===== config.mk =====
export PLATFORM = sky130hd
export DESIGN_NAME = mh2s_datapath
export DESIGN_NICKNAME = d
export VERILOG_FILES = /design/src/hw/rtl/murmur2_hash_stream_top_assert.svh /design/src/hw/rtl/mh2s_pkg.sv /design/src/hw/rtl/mh2s_datapath.sv
export SDC_FILE = /design/constraint.sdc
export NUM_CORES = 2
export LEC_CHECK = 0
export ABC_AREA = 1
export BUFFER_PORTS_ARGS = -buffer_cell sky130_fd_sc_hd__buf_4
export CORE_MARGIN = 5
export CORE_UTILIZATION = 50
export DETAILED_ROUTE_END_ITERATION = 6
export PLACE_DENSITY = 0.66
export SYNTH_ARGS = -nofsm -noshare
export SYNTH_HDL_FRONTEND = slang
export SYNTH_SLANG_ARGS = --single-unit

===== constraint.sdc =====
create_clock -name clock -period 10.8 [get_ports clock]
set_input_delay 1.08 -clock clock [delete_from_list [all_inputs] [get_ports clock]]
set_output_delay 1.08 -clock clock [all_outputs]
set_load 0.01 [all_outputs]

===== src/hw/rtl/murmur2_hash_stream_top_assert.svh =====
// assertion macros for the murmur2 hash stream block
// used by the controller; needs a clock and a reset signal in scope
`ifndef MURMUR2_HASH_STREAM_TOP_ASSERT_SVH
`define MURMUR2_HASH_STREAM_TOP_ASSERT_SVH

// same-cycle implication, sampled on the rising clock edge
`define MH2S_ASSERT_NOW(label, ante, cons) \
   label: assert property (@(posedge clock) disable iff (reset) (ante) |-> (cons)) \
      else $error("mh2s: same-cycle check failed");

// next-cycle implication, sampled on the rising clock edge
`define MH2S_ASSERT_NEXT(label, ante, cons) \
   label: assert property (@(posedge clock) disable iff (reset) (ante) |=> (cons)) \
      else $error("mh2s: next-cycle check failed");

`endif


===== src/hw/rtl/mh2s_pkg.sv =====
// shared constants and types of the murmur2 hash stream block
// no dependencies; imported by the interfaces, datapath, controller and top
`default_nettype none

package mh2s_pkg;

   // hash constants
   localparam logic [31:0] MIX_MULT        = 32'h5bd1_e995;
   localparam int          MIX_SHIFT       = 24;
   localparam int          FIN_SHIFT_A     = 13;
   localparam int          FIN_SHIFT_B     = 15;
   localparam logic [31:0] HASH_SEED_RESET = 32'd5381;
   localparam logic [31:0] MAX_KEY_LENGTH  = 32'd65535;

   // field widths
   localparam int WORD_W  = 32;
   localparam int NBYTE_W = 3;
   localparam int LEN_W   = 16;

   // csr map: register index sits above the byte offset
   localparam int          CSR_ADDR_W    = 3;
   localparam logic [0:0]  REG_HASH_SEED = 1'b0;

   // datapath operations
   typedef enum logic [2:0] {
      DP_NOP,
      DP_MIX1,
      DP_MIX2,
      DP_TAIL,
      DP_FINAL
   } dp_op_type;

   // how the incoming beat is mixed
   typedef enum logic [1:0] {
      KIND_FULL,
      KIND_TAIL,
      KIND_EMPTY
   } kind_type;

   typedef struct packed {
      logic      capture;
      logic      start;
      dp_op_type op;
   } dp_cmd_type;

   typedef struct packed {
      logic     last;
      kind_type kind;
   } dp_stat_type;

endpackage

`default_nettype wire


===== src/hw/rtl/mh2s_datapath.sv =====
// hash datapath: input capture, block mix, tail mix and final mix registers
// depends on mh2s_pkg; driven by mh2s_ctrl through dp_cmd_type
`default_nettype none

module mh2s_datapath
   import mh2s_pkg::*;
(
   input  wire logic               clock,
   input  wire dp_cmd_type         cmd,
   input  wire logic [WORD_W-1:0]  seed,
   input  wire logic [WORD_W-1:0]  key_word,
   input  wire logic [NBYTE_W-1:0] valid_bytes,
   input  wire logic               last_word,
   input  wire logic [LEN_W-1:0]   key_length,
   output dp_stat_type             stat,
   output logic [WORD_W-1:0]       hash_value
);

   logic [WORD_W-1:0] word_ff, word_in;
   logic [WORD_W-1:0] hash_ff, hash_in;
   logic [WORD_W-1:0] kmul_ff, kmul_in;
   logic [WORD_W-1:0] hmul_ff, hmul_in;
   logic [WORD_W-1:0] out_ff, out_in;

   logic [WORD_W-1:0] tail_mask;
   logic [WORD_W-1:0] sat_len;
   logic [WORD_W-1:0] kmix;
   logic [WORD_W-1:0] fmix;

   // classify the incoming beat
   always_comb begin
      stat.last = last_word;
      if (!last_word || valid_bytes >= NBYTE_W'(4)) begin
         stat.kind = KIND_FULL;
      end else if (valid_bytes == '0) begin
         stat.kind = KIND_EMPTY;
      end else begin
         stat.kind = KIND_TAIL;
      end
   end

   // keep only the valid tail bytes
   always_comb begin
      unique case (valid_bytes)
         NBYTE_W'(1): tail_mask = 32'h0000_00ff;
         NBYTE_W'(2): tail_mask = 32'h0000_ffff;
         NBYTE_W'(3): tail_mask = 32'h00ff_ffff;
         default:     tail_mask = 32'hffff_ffff;
      endcase
   end

   // starting value: seed xor clamped length
   assign sat_len = (WORD_W'(key_length) > MAX_KEY_LENGTH) ? MAX_KEY_LENGTH
                                                          : WORD_W'(key_length);

   assign kmix = kmul_ff ^ (kmul_ff >> MIX_SHIFT);
   assign fmix = hash_ff ^ (hash_ff >> FIN_SHIFT_A);

   // next values of the datapath registers
   always_comb begin
      word_in = word_ff;
      hash_in = hash_ff;
      kmul_in = kmul_ff;
      hmul_in = hmul_ff;
      out_in  = out_ff;
      if (cmd.capture) begin
         word_in = (stat.kind == KIND_TAIL) ? (key_word & tail_mask) : key_word;
      end
      if (cmd.start) begin
         hash_in = seed ^ sat_len;
      end
      unique case (cmd.op)
         DP_MIX1: begin
            kmul_in = WORD_W'(word_ff * MIX_MULT);
            hmul_in = WORD_W'(hash_ff * MIX_MULT);
         end
         DP_MIX2: begin
            hash_in = hmul_ff ^ WORD_W'(kmix * MIX_MULT);
         end
         DP_TAIL: begin
            hash_in = WORD_W'((hash_ff ^ word_ff) * MIX_MULT);
         end
         DP_FINAL: begin
            out_in = WORD_W'(fmix * MIX_MULT);
         end
         default: begin
         end
      endcase
   end

   always_ff @(posedge clock) begin
      word_ff <= word_in;
      hash_ff <= hash_in;
      kmul_ff <= kmul_in;
      hmul_ff <= hmul_in;
      out_ff  <= out_in;
   end

   // last shift of the final mix sits after the output register
   assign hash_value = out_ff ^ (out_ff >> FIN_SHIFT_B);

endmodule

`default_nettype wire


==> Word-level counts from Yosys, hierarchy flattened <==
Cells that the tools add are included.
{ "classes": {"add_sub_neg": 0, "n_eq_ne": 8, "div_mod_pow": 0, "n_reduce_logical": 4, "n_mux": 6, "shifts": 0, "n_bitwise": 7, "magnitude_cmp": 1, "multipliers": 5} }
{ "ops": {"columns": ["op", "n"], "rows": [
  ["$mul A32 B31 Y32 const B", 5],
  ["$pmux W32 S3", 1],
  ["$mux W32", 2],
  ["$pmux W32 S2", 1],
  ["$xor A32 B32 Y32", 2],
  ["$and A32 B32 Y32", 1],
  ["$xor A32 B16 Y32", 1],
  ["$xor A32 B17 Y32", 1],
  ["$xor A32 B19 Y32", 1],
  ["$xor A32 B8 Y32", 1],
  ["$eq A3 B2 Y1 const B", 4],
  ["$eq A3 B1 Y1 const B", 2],
  ["$mux W2", 2],
  ["$eq A3 B3 Y1 const B", 1],
  ["$ge A3 B3 Y1 const B", 1],
  ["$logic_not A3 Y1", 1],
  ["$reduce_bool A3 Y1", 1],
  ["$eq A2 B1 Y1 const B", 1],
  ["$logic_not A1 Y1", 1],
  ["$logic_or A1 B1 Y1", 1]
]} }
{ "totals": {"latch_bits": 0, "output_inout_bits": 35, "ff_bits": 160, "input_bits": 90, "mem_bits_rw": 0, "word_cells": 36, "romBits": 0, "memories": 0} }

==> Logic depth before layout (Yosys ltp) <==
{ "depth": {"word_depth": 5, "ltp_mapped": 36, "mapped_depth_nobuf": 36} }

==> Worst setup path before layout <==
No wires, ideal clock.
{ "synth_path": {"path_kind": "flip-flop to flip-flop", "startpoint": "register hash_ff[6]", "endpoint": "register hash_ff[31], data pin", "setup_time_ns": 0.260, "t_required_ns": 10.540, "path_stages_with_launch": 24, "synth_period_minus_slack_ns": 6.679, "path_buffers": 0, "arrival_time_ns": 6.420, "slack_ns": 4.121, "cell_sequence": "edfxtp_1 > xor2_1 > ha_1 > or2_2 > nand2_1 > fa_1 > fa_1 > inv_1 > fa_1 > fa_1 > fa_1 > fa_1 > inv_1 > fa_1 > inv_1 > ha_1 > nand2_1 > nor2_1 > a211oi_1 > o211ai_1 > nor2_1 > nand3_1 > nand3_1 > nand3_1"} }
{ "synth_via": {"elab_chain_len": 3} }
{ "synth_lines": {"columns": ["item", "line", "source"], "rows": [
  ["from (decl)", "mh2s_datapath.sv:20", "logic [WORD_W-1:0] hash_ff, hash_in;"],
  ["from (signal assigned)", "mh2s_datapath.sv:93", "hash_ff <= hash_in;"],
  ["$xor A32 B32 Y32", "mh2s_datapath.sv:81", "hash_in = WORD_W'((hash_ff ^ word_ff) * MIX_MULT);"],
  ["$mul A32 B31 Y32", "mh2s_datapath.sv:81", null],
  ["$pmux W32 S2", "mh2s_datapath.sv:72", "unique case (cmd.op)"],
  ["named net hash_in[31]", "mh2s_datapath.sv:20", null]
]} }
The timed path passes the listed nets, and every way through them passes these cells.
A chain may end at the register's enable or synchronous reset.

==> Worst setup path in the final report <==
{ "layout_path": {"startpoint": "register word_ff[16]", "endpoint": "register hash_ff[29], data pin"} }
{ "layout_via": {"elab_chain_len": 3} }
{ "layout_lines": {"columns": ["item", "line", "source"], "rows": [
  ["from (decl)", "mh2s_datapath.sv:19", "logic [WORD_W-1:0] word_ff, word_in;"],
  ["from (signal assigned)", "mh2s_datapath.sv:92", "word_ff <= word_in;"],
  ["$xor A32 B32 Y32", "mh2s_datapath.sv:81", null],
  ["$mul A32 B31 Y32", "mh2s_datapath.sv:81", null],
  ["$pmux W32 S2", "mh2s_datapath.sv:72", null],
  ["named net hash_in[29]", "mh2s_datapath.sv:20", null]
]} }
The timed path passes the listed nets, and every way through them passes these cells.

==> results.json <==
{
  "outcome": "finished, violations left",
  "ant_nets": 0,
  "drt-total-wl_um": 150700,
  "die_area_um2": 110000,
  "end_kind": "register",
  "post-dp-hpwl_um": 130900,
  "max_stage_delay_ns": 0.98,
  "criticalPathCategory": "register to register",
  "final_cell_mix": "inv_1 (1,900), ha_1 (1,049), fa_1 (892), nand2_1 (555), xor2_1 (188)",
  "timing.fmax_mhz": 123.6,
  "ys_ff_latch": 160,
  "fin_nets": 7817,
  "r2r_cells": 24,
  "rows": 118,
  "antenna_found_initial": 1,
  "async_reset_ff_frac": 0,
  "fin_area_um2": 55220,
  "hold_buffers": 0,
  "cts_setup_buffers": 0,
  "io_pins": 125,
  "hold_path_class": "register to register",
  "start_util": 0.5018,
  "synth_top_cell_area_share": 0.3453,
  "synth.avg_cell_area_um2": 9.203,
  "die_w_um": 331.6,
  "initialDrtViolationCount": 2631,
  "synthTopCellsByArea": "fa_1 (35%), ha_1 (25%), inv_1 (14%)",
  "setup_viol": 0,
  "path_cells": "xnor2_1 -> inv_1 -> ha_1 -> ha_1 -> inv_1 -> fa_1 -> inv_1 -> fa_1 -> fa_1 -> fa_1 -> fa_1 -> inv_1 -> fa_1 -> inv_1 -> ha_1 -> nand2_1 -> nor2_1 -> inv_1 -> nor3_1 -> nand4_1 -> nand3_1 -> a21oi_1 -> o21ai_0 -> nand3_1",
  "cts-resized-gates": 0,
  "ys_types": 43,
  "rsz0062_at_grt": "no",
  "core-area_um2": 103100,
  "yosysTopAreaCell": "fa_1",
  "fp.dieH_um": 331.6,
  "wl_per_cell_um": 20.98,
  "htree_levels": 4,
  "path_max_fanout": 9,
  "worstMarginPinSlew_ns": 1.488,
  "clk_pin_slew_worst_paths_ns": 0.09,
  "root_buffer": "clkbuf_16",
  "insertion_delay_ns": 0.52,
  "finClkSkew_ns": 0.01898,
  "violations": "capacitance limit, slew limit",
  "cts_tree": "done",
  "required_ns": 11.05,
  "track_usage": 0.2785,
  "cp_slowest_cell": "xnor2_1",
  "relSlewSlack": -0.002322,
  "gp_congestion": 0.9801,
  "ys_seq_area_frac": 0.09292,
  "drtPass1Iterations": 7,
  "grt_pass1_wl_um": 231900,
  "period_share": 0.7492,
  "vias_per_cell": 5.183,
  "grt.overflow.total": 0,
  "final_common_cell": "inv_1",
  "fin_hold_ws_ns": 0.7113,
  "hold_depth": 2,
  "drcViolationCount": 0,
  "yosys_warnings": 0,
  "grt_max_degree": 65,
  "fin_crit_ns": 8.091,
  "worstSetupStartpointType": "register",
  "area_growth_syn_to_layout_pct": 6.792,
  "drv_cap": 1,
  "syn-num-nets": 7650,
  "synth_area_um2": 51710,
  "cts.path.max_buffers": 2,
  "drive_gt1_frac": 0.04035,
  "first_global_vias": 39010,
  "synth-edff-count": 160,
  "placed_area_um2": 54610,
  "cts_sinks": 160,
  "syn_inst": 5619,
  "io_buffers": 124,
  "vias": 37210,
  "hold_viol": 0,
  "cts_buffers": 17,
  "crit_arrival_ns": 8.35,
  "drv_slew": 1,
  "tns_ns": 0,
  "synth_top_flop_cell": "edfxtp_1"
}
-- cells by family (layout without fill, tap and decap cells) --
family | count (synthesis) | count (layout) | share of synthesized area
fa+ha+maj | 1941 | 1941 | 0.5992
buf+inv | 1929 | 2109 | 0.1412
simple gates | 896 | 896 | 0.07182
compound gates | 377 | 377 | 0.04092
xor+xnor | 316 | 316 | 0.05396
flops | 160 | 160 | 0.09292
other cells | 0 | 1 | 0
-- critical path: cells and delay by family (launching register included) --
family,cells,cell delay [ns]
buf+inv,6,0.88
simple gates,6,0.81
xor+xnor,1,0.98
fa+ha+maj,9,4.23
compound gates,2,0.19
flops,1,0.71
-- registers in the layout (all words and copies together), names as in the netlist --
name     count
hash_ff     32
hmul_ff     32
kmul_ff     32
out_ff      32
word_ff     32
-- synthesized netlist by cell type, drive strengths merged (11+ instances only) --
library cell  count
a21o             22
a21oi           180
a31oi            11
buf              18
edfxtp          160
fa              892
ha             1049
inv            1902
nand2           556
nand3           119
nand3b           11
nand4            19
nor2            139
nor3             22
o211ai           12
o21ai           110
o21bai           11
or2              21
xnor2           127
xor2            189
-- path summary, 6_finish.rpt --
| kind | startpoint | end | slack, ns |
|---|---|---|---|
| worst max-delay path | word_ff[16]$_DFFE_PP_ | hash_ff[29]$_DFFE_PP_ | 2.71 |
| worst min-delay path | hmul_ff[6]$_DFFE_PN_ | hash_ff[6]$_DFFE_PP_ | 0.71 |
| worst max register to register | word_ff[16]$_DFFE_PP_ | hash_ff[29]$_DFFE_PP_ | 2.71 |
| worst min register to register | hmul_ff[6]$_DFFE_PN_ | hash_ff[6]$_DFFE_PP_ | 0.71 |
-- routing by layer --
metal  global-route usage  share of wire  wire length (µm)  vias to the layer above
met3              0.06096          0.088             13260                      204
met5                    0              0                 0                        -
met2               0.4320           0.44             66460                     1315
met1               0.4001           0.44             66890                    18520
li1                     -              -                 -                    17180
met4              0.06945          0.027              4067                        0
-- through the flow --
step	std cells	setup slack, ns	utilization
final	7180	2.709	0.5359
after global routing	7179	2.420	0.5358
after floorplan	5619	4.121	-
after detailed placement	7147	2.744	0.5299
after CTS	7179	2.713	0.5358
after global placement	7147	2.684	0.5299
-- cell type report --
type / count / area, µm²
Sequential cell: 160 / 4805
Antenna cell: 1 / 2.502
Inverter: 1902 / 7139
Clock inverter: 15 / 187.7
Fill cell: 9582 / 47830
Tap cell: 1380 / 1727
Clock buffer: 17 / 425.4
Timing Repair Buffer: 175 / 1314
Multi-Input combinational cell: 3530 / 39620
Power is not shown: default switching activity piles up to over one toggle a cycle in this logic, so the estimate is an artifact.
