`src/hw/rtl/murmur2_hash_stream_top_assert.svh`:
```
// assertion macros for the murmur2 hash stream block
// used by the controller; needs a clock and a reset signal in scope
`ifndef MURMUR2_HASH_STREAM_TOP_ASSERT_SVH
`define MURMUR2_HASH_STREAM_TOP_ASSERT_SVH

// same-cycle implication, sampled on the rising clock edge
`define MH2S_ASSERT_NOW(label, ante, cons) \
   label: assert property (@(posedge clock) disable iff (reset) (ante) |-> (cons)) \
      else $error("mh2s: same-cycle check failed");

// next-cycle implication, sampled on the rising clock edge
`define MH2S_ASSERT_NEXT(label, ante, cons) \
   label: assert property (@(posedge clock) disable iff (reset) (ante) |=> (cons)) \
      else $error("mh2s: next-cycle check failed");

`endif

```
`src/hw/rtl/mh2s_pkg.sv`:
```
// shared constants and types of the murmur2 hash stream block
// no dependencies; imported by the interfaces, datapath, controller and top
`default_nettype none

package mh2s_pkg;

   // hash constants
   localparam logic [31:0] MIX_MULT        = 32'h5bd1_e995;
   localparam int          MIX_SHIFT       = 24;
   localparam int          FIN_SHIFT_A     = 13;
   localparam int          FIN_SHIFT_B     = 15;
   localparam logic [31:0] HASH_SEED_RESET = 32'd5381;
   localparam logic [31:0] MAX_KEY_LENGTH  = 32'd65535;

   // field widths
   localparam int WORD_W  = 32;
   localparam int NBYTE_W = 3;
   localparam int LEN_W   = 16;

   // csr map: register index sits above the byte offset
   localparam int          CSR_ADDR_W    = 3;
   localparam logic [0:0]  REG_HASH_SEED = 1'b0;

   // datapath operations
   typedef enum logic [2:0] {
      DP_NOP,
      DP_MIX1,
      DP_MIX2,
      DP_TAIL,
      DP_FINAL
   } dp_op_type;

   // how the incoming beat is mixed
   typedef enum logic [1:0] {
      KIND_FULL,
      KIND_TAIL,
      KIND_EMPTY
   } kind_type;

   typedef struct packed {
      logic      capture;
      logic      start;
      dp_op_type op;
   } dp_cmd_type;

   typedef struct packed {
      logic     last;
      kind_type kind;
   } dp_stat_type;

endpackage

`default_nettype wire

```
`src/hw/rtl/mh2s_ctrl.sv`:
```
// controller state machine: handshakes, key tracking and datapath sequencing
// depends on mh2s_pkg and murmur2_hash_stream_top_assert.svh
`default_nettype none

`include "murmur2_hash_stream_top_assert.svh"

module mh2s_ctrl
   import mh2s_pkg::*;
(
   input  wire logic        clock,
   input  wire logic        reset,
   input  wire logic        req_valid,
   output logic             req_ready,
   output logic             rsp_valid,
   input  wire logic        rsp_ready,
   input  wire dp_stat_type stat,
   output dp_cmd_type       cmd
);

   typedef enum logic [2:0] {
      ST_IDLE,
      ST_MIX1,
      ST_MIX2,
      ST_TAIL,
      ST_FIN
   } state_type;

   state_type state_ff, state_in;
   state_type decode_state;
   logic      inside_key_ff, inside_key_in;
   logic      last_ff, last_in;
   logic      rsp_valid_ff, rsp_valid_in;
   logic      accept;
   logic      out_free;

   // a new beat is taken when idle or while the previous word finishes
   assign req_ready = (state_ff == ST_IDLE) || (state_ff == ST_MIX2 && !last_ff);
   assign accept    = req_valid && req_ready;
   assign out_free  = !rsp_valid_ff || rsp_ready;
   assign rsp_valid = rsp_valid_ff;

   // first step for an accepted beat
   always_comb begin
      unique case (stat.kind)
         KIND_TAIL:  decode_state = ST_TAIL;
         KIND_EMPTY: decode_state = ST_FIN;
         default:    decode_state = ST_MIX1;
      endcase
   end

   // next state and datapath command
   always_comb begin
      state_in    = state_ff;
      cmd.capture = accept;
      cmd.start   = accept && !inside_key_ff;
      cmd.op      = DP_NOP;
      unique case (state_ff)
         ST_IDLE: begin
            if (accept) begin
               state_in = decode_state;
            end
         end
         ST_MIX1: begin
            cmd.op   = DP_MIX1;
            state_in = ST_MIX2;
         end
         ST_MIX2: begin
            cmd.op = DP_MIX2;
            priority if (last_ff) begin
               state_in = ST_FIN;
            end else if (accept) begin
               state_in = decode_state;
            end else begin
               state_in = ST_IDLE;
            end
         end
         ST_TAIL: begin
            cmd.op   = DP_TAIL;
            state_in = ST_FIN;
         end
         ST_FIN: begin
            if (out_free) begin
               cmd.op   = DP_FINAL;
               state_in = ST_IDLE;
            end
         end
         default: begin
            state_in = ST_IDLE;
         end
      endcase
   end

   // key tracking and result valid
   always_comb begin
      inside_key_in = accept ? !stat.last : inside_key_ff;
      last_in       = accept ? stat.last : last_ff;
      priority if (cmd.op == DP_FINAL) begin
         rsp_valid_in = 1'b1;
      end else if (rsp_ready) begin
         rsp_valid_in = 1'b0;
      end else begin
         rsp_valid_in = rsp_valid_ff;
      end
   end

   always_ff @(posedge clock) begin
      if (reset) begin
         state_ff      <= ST_IDLE;
         inside_key_ff <= 1'b0;
         last_ff       <= 1'b0;
         rsp_valid_ff  <= 1'b0;
      end else begin
         state_ff      <= state_in;
         inside_key_ff <= inside_key_in;
         last_ff       <= last_in;
         rsp_valid_ff  <= rsp_valid_in;
      end
   end

   // checks
   `MH2S_ASSERT_NEXT(a_full_goes_mix, accept && stat.kind == KIND_FULL, state_ff == ST_MIX1)
   `MH2S_ASSERT_NOW(a_final_out_free, cmd.op == DP_FINAL, !rsp_valid_ff || rsp_ready)
   `MH2S_ASSERT_NOW(a_fin_key_closed, state_ff == ST_FIN, !inside_key_ff)
   `MH2S_ASSERT_NOW(a_mix2_in_key, state_ff == ST_MIX2 && accept, inside_key_ff && !cmd.start)

endmodule

`default_nettype wire

```
`config.mk`:
```
export PLATFORM = sky130hd
export DESIGN_NAME = mh2s_ctrl
export DESIGN_NICKNAME = d
export VERILOG_FILES = /design/src/hw/rtl/mh2s_pkg.sv /design/src/hw/rtl/mh2s_ctrl.sv
export VERILOG_INCLUDE_DIRS = /design/src /design/src/hw/rtl
export SDC_FILE = /design/constraint.sdc
export NUM_CORES = 1
export LEC_CHECK = 0
export ABC_CLOCK_PERIOD_IN_PS = 1200
export BUFFER_PORTS_ARGS = -buffer_cell sky130_fd_sc_hd__buf_2
export CORE_AREA = 4 4 41 43
export DETAILED_ROUTE_END_ITERATION = 12
export DIE_AREA = 0 0 45 47
export PLACE_DENSITY_LB_ADDON = 0.08
export SYNTH_ARGS = -nofsm -noshare
export SYNTH_HDL_FRONTEND = slang
export SYNTH_SLANG_ARGS = --single-unit
```
`constraint.sdc`:
```
create_clock -name clock -period 1.2 [get_ports clock]
set_input_delay 0.12 -clock clock [delete_from_list [all_inputs] [get_ports clock]]
set_output_delay 0.12 -clock clock [all_outputs]
set_load 0.03 [all_outputs]
```
Word-level counts from Yosys, hierarchy flattened
Index checks and enable logic that the tools add are counted.
{"block": "op_classes", "eq_ne": 9, "mux": 10, "n_reduce_logical": 12}
{"operator": "3-bit two-way mux", "count": 5}
{"operator": "3-bit one-hot mux with 5 select lines", "count": 1}
{"operator": "3-bit one-hot mux with 4 select lines", "count": 1}
{"operator": "3-bit by 2-bit equality test with 1-bit output (second input constant)", "count": 2}
{"operator": "3-bit equality test (second input constant)", "count": 2}
{"operator": "3-bit one-hot mux with 2 select lines", "count": 1}
{"operator": "1-bit zero test", "count": 4}
{"operator": "2-bit != test (second input constant)", "count": 2}
{"operator": "3-bit by 1-bit equality test with 1-bit output (second input constant)", "count": 1}
{"operator": "1-bit logical AND", "count": 3}
{"operator": "3-bit zero test", "count": 1}
{"operator": "2-bit by 1-bit equality test with 1-bit output (second input constant)", "count": 1}
{"operator": "2-bit equality test (second input constant)", "count": 1}
{"operator": "1-bit logical OR", "count": 2}
{"operator": "1-bit two-way mux", "count": 2}
{"operator": "2-bit AND reduction", "count": 1}
{"operator": "2-bit nonzero test", "count": 1}
{"block": "word_totals", "register_bits": 6, "inputBits": 7, "out_inout_bits": 7, "elab_cells": 35}

Longest topological paths before layout
Gate-level depths: netlist (run 1).
{"block": "logic_depth", "depth_word": 7, "mapped_depth": 5, "mapped_depth_nobuf": 4}

Worst setup path after synthesis (run 1)
Ideal clock, no wire load.
{"block": "synth_timing", "path_kind": "reg-to-output", "start": "reg state_ff[2]", "end": "out cmd[3] (netlist bit)", "arrival_ps": 1387, "t_required_ps": 1080, "slack_ps": -307, "stages_incl_launch_ff": 5, "n_path_buf": 1, "path_cell_list": "dfxtp_1 -> buf_6 -> a211oi_4 -> nand2_2 -> nor2_1"}
{"element": "start, declared", "line": "mh2s_ctrl.sv:28", "rtl": "state_type state_ff, state_in;"}
{"element": "start signal, assigned", "line": "mh2s_ctrl.sv:113", "rtl": "state_ff <= state_in;"}
{"element": "end, declared", "line": "mh2s_ctrl.sv:17", "rtl": "output dp_cmd_type cmd"}

Worst setup path in the final report (run 1)
{"block": "layout_timing", "start": "reg last_ff", "end": "reg state_ff[1]"}
{"block": "layout_between", "elab_chain_len": 7, "elab_cells_between_ends": 9, "cone_classes": "eq/ne (1); mux (3); reduce/logical (5)"}
{"element": "start, declared", "line": "mh2s_ctrl.sv:31", "rtl": "logic last_ff, last_in;"}
{"element": "start signal, assigned", "line": "mh2s_ctrl.sv:115", "rtl": "last_ff <= last_in;"}
{"element": "1-bit zero test", "line": "mh2s_ctrl.sv:37", "rtl": "assign req_ready = (state_ff == ST_IDLE) || (state_ff == ST_MIX2 && !last_ff);"}
{"element": "1-bit logical AND", "line": "mh2s_ctrl.sv:37"}
{"element": "1-bit logical OR", "line": "mh2s_ctrl.sv:37"}
{"element": "1-bit logical AND", "line": "mh2s_ctrl.sv:38", "rtl": "assign accept = req_valid && req_ready;"}
{"element": "3-bit two-way mux", "line": "mh2s_ctrl.sv:71", "rtl": "end else if (accept) begin"}
{"element": "3-bit two-way mux", "line": "mh2s_ctrl.sv:69", "rtl": "priority if (last_ff) begin"}
{"element": "3-bit one-hot mux with 5 select lines", "line": "mh2s_ctrl.sv:57", "rtl": "unique case (state_ff)"}
Several ways; a longest one is shown, not always the timed one.
A chain may end at the register's enable or synchronous reset.

==> run summary, run 1 <==
Status: complete, but fails checks
Failing checks: negative setup slack
Cell area after synthesis: 321.6 um2
Vias per cell: 4.829
I/O pins: 14
Dpl cell area: 426.7 um2
Slowest-stage cell, CP: dfxtp_2
CTS clk-pin slew, worst paths: 0.05 ns
Setup TNS: -0.4315 ns
Cts hold-fix bufs: 0
Worst r2r dst: state_ff[1]
GRT met1 Usage: 0.1142
Htree depth: 1
Slew at the pin with the worst max-slew slack: 0.3623 ns
Crit path capture: state_ff[1]
FILL cells: 151
Fin crit share: 1.106
RePlAce Congestion: 0.7750
Slew margin rel.: 0.7580
Cell depth of the worst hold path: 3
Clk_lat worst skew: 0.25 ns
Power Density: 1122 nW/um2
Setup-failing EPs final: 6
Gate Count Post-Synth: 38
Area Growth Syn to Fin: 75.49%
Slew Limit Fails: 0
RSZ-0062 raised after global routing: true
Die area: 2115 um2
CTS tree: done
Post-route setup slack: -0.1276 ns
Synthesized area per cell: 8.462 um2
Worst-path cell chain: a211oi_4 -> nand2_2 -> buf_4 -> o32a_1 -> nor3_2
Reg2reg setup slack: -0.13 ns
First drt pass iteration count: 2
Crit-path max cell delay: 0.33 ns
Fin area: 564.3 um2
Chip width: 45 um
Max clock buf depth: 2
R2R depth: 5
Avg WL per Cell: 12.71 um
Post-Place Worst Slack: -0.02115 ns
P_leak: 0.2544 nW
CP startpoint kind: flip-flop
Predominant post-synthesis flop cell: dfxtp_1
Worst hold-check path type: input pin to flip-flop
Layout cells sized above 1: 0.6393
Final net count: 70
Delay-heaviest family, CP: compound AO/OA/AOI/OAI gates
CP max FO: 4
Share of flip-flops with an asynchronous set or reset: 0
Synth top area cells: dfxtp_1 37%, a211oi_4 6.2%, a21oi_1 4.7%
TritonCTS sink count: 6
Die Ht: 47 um
Num rows: 13
Hpwl dp: 682.2 um
GRT Resource Usage Total: 0.1028
Worst setup EP type: flip-flop
Ant diodes: 0
Fin crit period: 1.328 ns
Fmax: 0.7532 GHz
Warnings, synthesis: 0
Layer with the highest usage: met2
CP Buf/Inv Count: 1
Drt drc: 0
Hold Violations, Final: 0
Most instantiated library cell after synthesis: dfxtp_1
Number of distinct library cells after synthesis: 22
Vias in the first global route: 342
GRT overflow: 0
WP depth: 5
TritonCTS Buffers: 3
Max cap viols: 0
CTS root buffer: clkbuf_4
Routed Antenna Nets: 0
Area leader, netlist: dfxtp_1
Routed via count: 367
First-pass GRT wire length: 1.538 mm
PortBufs: 13
Global-route track usage on met3: 0.07663
Initial antenna violation count: 0
Drt first-iter violations: 5
Syn_nets: 45
Post-synth EDFFs: 0
Post-synth top area share: 0.3735
WL final: 966 um
Critical path type: flip-flop to flip-flop
Core footprint: 1301 um2
Largest net degree at the start of global routing: 9
VDD IR-drop max: 0.0005508 V
RR Startpoint: last_ff
Skew final: 0.0004675 ns
Most common library cells after synthesis: 6 x dfxtp_1, 4 x inv_1, 4 x nor2_1
Critical path startpoint: last_ff
Yosys reg bits: 6
Starting Density: 0.2471
CP required: 1.37 ns
Met2 usage: 0.1695
Crit path DAT: 1.50 ns
Post-synthesis sequential area ratio: 0.3735
layout by cell type, fill, tap and decap left out, drive strengths merged, types with 2 or more instances in the layout:
| master | n |
|---|---|
| or2 | 2 |
| dfxtp | 6 |
| clkbuf | 3 |
| nor2b | 2 |
| a21oi | 3 |
| buf | 22 |
| nand2 | 4 |
| nor2 | 4 |
| inv | 4 |
worst min-delay path by stage:
stage / startpoint / to / slack [ns]
final: stat[2] / last_ff / 0.13
after global routing: stat[2] / last_ff / 0.13
after CTS: stat[2] / last_ff / 0.13
after detailed placement: stat[2] / last_ff / 0.40
after global placement: reset / inside_key_ff / 0.39
after floorplan: reset / inside_key_ff / 0.19
area by class of cell:
class / instances / area, um2 / area share
clock buffer: 3 / 22.52 / 0.03991
inverter: 4 / 15.01 / 0.02661
multi-input combinational: 26 / 212.7 / 0.3769
sequential: 6 / 125.1 / 0.2217
tap: 15 / 18.77 / 0.03326
timing repair buffer: 22 / 170.2 / 0.3016
flip-flops by register name, indices dropped and copies added, names as in the netlist:
register	cells
inside_key_ff	1
last_ff	1
rsp_valid	1
state_ff	3
where the power goes:
group          total [mW]  switching [mW]  internal, mW
Sequential          0.225          0.0116         0.213
Combinational       0.215           0.108         0.107
Clock               0.193          0.0792         0.114
Total               0.633           0.199         0.434
per-layer routing:
metal | vias to the layer above | share of wire
met3 | 4 | 0.10
met5 | - | 0
met2 | 12 | 0.51
met4 | 0 | 0.024
li1 | 177 | -
met1 | 174 | 0.37
timing repair:
| item | CTS | global route |
|---|---|---|
| resized for setup | 15 | 9 |
| pin swaps | 2 | 2 |
| setup buffers | 1 | 3 |
| endpoints found under the setup margin | 7 | 9 |
kinds of logic after synthesis:
group,synth area share
buffers and inverters,0.1051
AO/OA/AOI/OAI,0.2373
flip-flops,0.3736
AND/OR/NAND/NOR,0.2841
worst reg2reg max path, delay by kind of cell, from the launching register on:
kind                   cells  cell delay [ns]
AO/OA/AOI/OAI              2             0.55
AND/OR/NAND/NOR            2             0.21
flip-flops                 1             0.33
buffers and inverters      1             0.17
metrics by stage:
stage / power, mW / util / std cells / hold WS [ns]
2_1_floorplan: 0.3287 / - / 38 / 0.1891
3_3_place_gp: 0.3762 / 0.3279 / 69 / 0.3909
3_5_place_dp: 0.3788 / 0.3279 / 69 / 0.3953
4_1_cts: 0.6095 / 0.3865 / 73 / 0.1298
5_1_grt: 0.6880 / 0.4337 / 76 / 0.1254
6_report: 0.6330 / 0.4337 / 76 / 0.1346
No activity file was read; power rests on OpenSTA's default activity.
==> inputs of run 2 (changes only) <==
--- a/config.mk
+++ b/config.mk
@@ -7,10 +7,10 @@
 export NUM_CORES = 1
 export LEC_CHECK = 0
 export ABC_CLOCK_PERIOD_IN_PS = 1200
-export BUFFER_PORTS_ARGS = -buffer_cell sky130_fd_sc_hd__buf_2
 export CORE_AREA = 4 4 41 43
 export DETAILED_ROUTE_END_ITERATION = 12
 export DIE_AREA = 0 0 45 47
+export DONT_BUFFER_PORTS = 1
 export PLACE_DENSITY_LB_ADDON = 0.08
 export SYNTH_ARGS = -nofsm -noshare
 export SYNTH_HDL_FRONTEND = slang
==> run 2 against run 1 <==
  * Die area unchanged
  * Sequential share of layout area grew 2.6 points
  * Non-clock buffer count fell by 8
  * Critical path type is now flip-flop to output pin
  * Critical endpoint is now cmd[3]
  * The flow still finishes with violations (negative setup slack)
  * Clock skew is 0.0043 ns higher
  * Routed wire length is 1.9% lower
==> run summary, run 2 (same netlist as run 1, synthesis figures left out) <==
Drt drc: 0
Routed via count: 345
Max clock buf depth: 2
Critical path type: flip-flop to output pin
Final net count: 62
Skew final: 0.004795 ns
Logic pwr share: 0.306
RePlAce Congestion: 0.7432
Largest net degree at the start of global routing: 9
TritonCTS Buffers: 3
Starting Density: 0.2471
Layout cells sized above 1: 0.5660
Slew Limit Fails: 0
Fin crit share: 1.091
GRT overflow: 0
Worst hold-check path type: input pin to flip-flop
Placed insts: 60
Die area: 2115 um2
CP max FO: 4
Fmax: 0.7638 GHz
Setup-failing EPs final: 5
Internal power: 0.4158 mW
CTS root buffer: clkbuf_4
CTS clk-pin slew, worst paths: 0.05 ns
Register area: 125.1 um2
Max cap viols: 0
Worst setup EP type: output pin
Htree depth: 1
Most common cell after layout, fill and taps aside: buf_4
Multi-input combinational cell area: 193.9 um2
Ant diodes: 0
Avg WL per Cell: 13.94 um
VDD IR-drop max: 0.0004765 V
Vias in the first global route: 345
Drt first-iter violations: 9
Hpwl dp: 642.1 um
Status: complete, but fails checks
FILL cells: 140
P_leak: 0.2168 nW
WL final: 948 um
Slew margin rel.: 0.7919
Highest-count cells in the layout ignoring fill and taps: 7 x buf_4, 6 x buf_6, 4 x inv_1, 4 x dfxtp_2
Area Growth Syn to Fin: 57.20%
CP startpoint kind: flip-flop
Fin crit period: 1.309 ns
First-pass GRT wire length: 1.352 mm
Die Ht: 47 um
Post-Place Worst Slack: -0.01688 ns
Max FFs per register: 3
First drt pass iteration count: 4
Fin util: 0.3885
Vias per cell: 5.074
RSZ-0062 raised after global routing: true
Non-Filler Instances: 68
CTS tree: done
Psw: 0.1901 mW
Num rows: 13
I/O pins: 14
Clk network pwr share: 0.323
TritonCTS sink count: 6
Crit path DAT: 1.19 ns
Core footprint: 1301 um2
Failing checks: negative setup slack
PortBufs: 0
Clk_lat worst skew: 0.25 ns
Post-route setup slack: -0.1092 ns
Top reg by flops: state_ff
Initial antenna violation count: 0
CP required: 1.08 ns
Sw Ratio: 0.3137
Hold Violations, Final: 0
Chip width: 45 um
Slew at the pin with the worst max-slew slack: 0.3112 ns
Part of the power in registers: 0.371
Power Density: 1198 nW/um2
GRT Resource Usage Total: 0.09256
Routed Antenna Nets: 0
[run 2: worst paths after layout]
path / from / end / slack (ns) / cells after the start
max: last_ff / cmd[3] / -0.11 / 4
min: stat[2] / last_ff / 0.01 / 2
max reg2reg: last_ff / state_ff[1] / -0.09 / 5
min reg2reg: inside_key_ff / inside_key_ff / 0.47 / 2
[run 2: repair_timing]
| action | 4_1_cts | 5_1_grt |
|---|---|---|
| pin swaps | 2 | 6 |
| setup buffers | 3 | 2 |
| gates resized for setup | 6 | 11 |
| setup endpoints to repair | 5 | 10 |
| hold endpoints to repair | 6 | 6 |
[run 2: power groups by stage]
stage | clock network, mW | logic, mW | registers, mW
finish | 0.196 | 0.185 | 0.225
global route | 0.205 | 0.200 | 0.226
CTS | 0.201 | 0.159 | 0.223
detailed placement | 0 | 0.136 | 0.226
global placement | 0 | 0.134 | 0.226
floorplan | 0 | 0.100 | 0.228
[run 2: layout make-up]
type                       count  area share
multi-input combinational     26      0.3837
timing repair buffer          14      0.2574
sequential                     6      0.2475
clock buffer                   3     0.04455
tap                           15     0.03713
inverter                       4     0.02970
[run 2: layer usage]
layer / wire (um) / GRT usage / vias up
li1: - / - / 161
met1: 360 / 0.08676 / 166
met2: 465 / 0.1554 / 16
met3: 103 / 0.04598 / 2
met4: 19 / 0.07018 / 0
met5: 0 / 0 / -
[run 2: through the flow]
step,hold slack [ns],power [mW],cell area [um2],TNS (ns)
5_1_grt,0.03407,0.6312,505.5,-0.7228
6_report,0.01006,0.6058,505.5,-0.3575
3_5_place_dp,0.1933,0.3621,391.6,-0.01688
2_1_floorplan,0.1891,0.3287,327.8,-0.7834
3_3_place_gp,0.1924,0.3598,391.6,0
4_1_cts,-0.07707,0.5829,452.9,-0.4622
[run 2: critical path: stages (launching register included)]
cell and delay (ns):
dfxtp_2 0.33, a211oi_4 0.25, nand2_2 0.12, nor2_2 0.11, buf_6 0.14
==> inputs of run 3 (changes only) <==
--- a/config.mk
+++ b/config.mk
@@ -7,6 +7,8 @@
 export NUM_CORES = 1
 export LEC_CHECK = 0
 export ABC_CLOCK_PERIOD_IN_PS = 1200
+export CELL_PAD_IN_SITES_DETAIL_PLACEMENT = 0
+export CELL_PAD_IN_SITES_GLOBAL_PLACEMENT = 1
 export CORE_AREA = 4 4 41 43
 export DETAILED_ROUTE_END_ITERATION = 12
 export DIE_AREA = 0 0 45 47
==> run 3 against run 2 <==
  * Highest routed layer is now met3
  * The flow still finishes with violations (negative setup slack)
  * Clock power decreased by 3%
  * Sequential power about the same
  * Critical path type unchanged
  * Routed wire length decreased by 11%
  * Largest power group unchanged
==> run summary, run 3 (same netlist as run 1, synthesis figures left out) <==
Hold WS: 0.01852 ns
Status: complete, but fails checks
Worst hold-check path type: input pin to flip-flop
Starting Density: 0.2471
Cell depth of the worst hold path: 2
GRT Resource Usage Total: 0.08551
Worst-path cell chain: a211oi_4 -> nand2_2 -> nor2_2 -> buf_6
Drt first-iter violations: 5
Fin area: 469.2 um2
Fin crit period: 1.316 ns
Num rows: 13
Drt drc: 0
First-pass GRT wire length: 1.276 mm
Non-Filler Instances: 65
RSZ-0062 raised after global routing: true
PortBufs: 0
Dpl cell area: 391.6 um2
TritonCTS Buffers: 3
Htree depth: 1
Post-Place Worst Slack: 0.002029 ns
CTS tree: done
Worst Hold End: last_ff
Chip width: 45 um
First drt pass iteration count: 4
Reg2reg setup slack: -0.04 ns
R2R depth: 5
CP required: 1.08 ns
Setup-failing EPs final: 3
Worst setup EP type: output pin
Max cap viols: 0
Failing checks: negative setup slack
CP max FO: 5
Core footprint: 1301 um2
Routed Antenna Nets: 0
Crit-path max cell delay: 0.35 ns
Avg WL per Cell: 12.97 um
Max clock buf depth: 2
Fin util: 0.3606
Highest-count cells in the layout ignoring fill and taps: 7 x buf_4, 4 x inv_1
Fmax: 0.7599 GHz
CP Buf/Inv Count: 1
Routed via count: 322
Hold Violations, Final: 0
Area Growth Syn to Fin: 45.91%
Vias in the first global route: 297
Final net count: 59
RePlAce Congestion: 0.7887
Largest net degree at the start of global routing: 9
Top reg by flops: state_ff
Skew final: 0.004113 ns
TritonCTS sink count: 6
CTS root buffer: clkbuf_4
Crit path DAT: 1.20 ns
Initial antenna violation count: 0
Post-route setup slack: -0.1160 ns
CTS clk-pin slew, worst paths: 0.05 ns
Slew Limit Fails: 0
Ant diodes: 0
Setup TNS: -0.2644 ns
P_leak: 0.1988 nW
Power Density: 1224 nW/um2
I/O pins: 14
Placed insts: 60
VDD IR-drop max: 0.0005028 V
Delay-heaviest family, CP: flip-flops
CP startpoint kind: flip-flop
WL final: 843 um
Design Power: 0.5743 mW
Die area: 2115 um2
Slew at the pin with the worst max-slew slack: 0.2811 ns
Clk_lat worst skew: 0.25 ns
Fin crit share: 1.097
Vias per cell: 4.954
Layout cells sized above 1: 0.4800
Worst r2r dst: inside_key_ff
Slowest-stage cell, CP: dfxtp_4
Die Ht: 47 um
Max FFs per register: 3
Hold wc startpoint: stat[2]
Slew margin rel.: 0.8120
GRT overflow: 0
RR Startpoint: state_ff[0]
Critical path type: flip-flop to output pin
Most common cell after layout, fill and taps aside: buf_4
==> run 3: how the worst max path moves through the flow <==
stage	depth (start not counted)	start	slack (ns)	to
finish	4	state_ff[0]	-0.12	cmd[3]
global route	4	last_ff	-0.18	cmd[3]
global placement	4	state_ff[0]	0.03	state_ff[1]
floorplan	5	state_ff[2]	-0.23	state_ff[1]
detailed placement	4	last_ff	0.002	state_ff[1]
CTS	4	last_ff	-0.12	cmd[3]
==> run 3: layout make-up <==
class	instances	area [um2]
sequential	6	126.4
clock buffer	3	22.52
multi-input combinational	26	190.2
tap	15	18.77
timing repair buffer	11	96.34
fill	138	832.0
inverter	4	15.01
==> run 3: routing by layer <==
metal | share of wire | vias to the layer above | global-route usage
li1 | - | 156 | -
met5 | 0 | - | 0
met2 | 0.47 | 16 | 0.1299
met1 | 0.41 | 150 | 0.09382
met3 | 0.12 | 0 | 0.04598
met4 | 0 | 0 | 0.05263
==> run 3: timing repair <==
item                       4_1_cts  5_1_grt
gates resized for setup          6        7
pin swaps                        1        2
hold endpoints to repair         6        0
hold buffers                     1        0
setup buffers                    1        0
setup endpoints to repair        6        6
==> run 3: report_power, final <==
group | total, mW | internal, mW | switching (mW)
Clock | 0.190 | 0.113 | 0.0769
Sequential | 0.223 | 0.212 | 0.0114
Combinational | 0.161 | 0.0714 | 0.0891
==> run 3: worst reg2reg max path, stage by stage (launching register included) <==
cell	delay (ns)
dfxtp_4	0.35
a211oi_4	0.22
nand2_2	0.13
buf_4	0.16
or2_0	0.19
a21oi_1	0.12
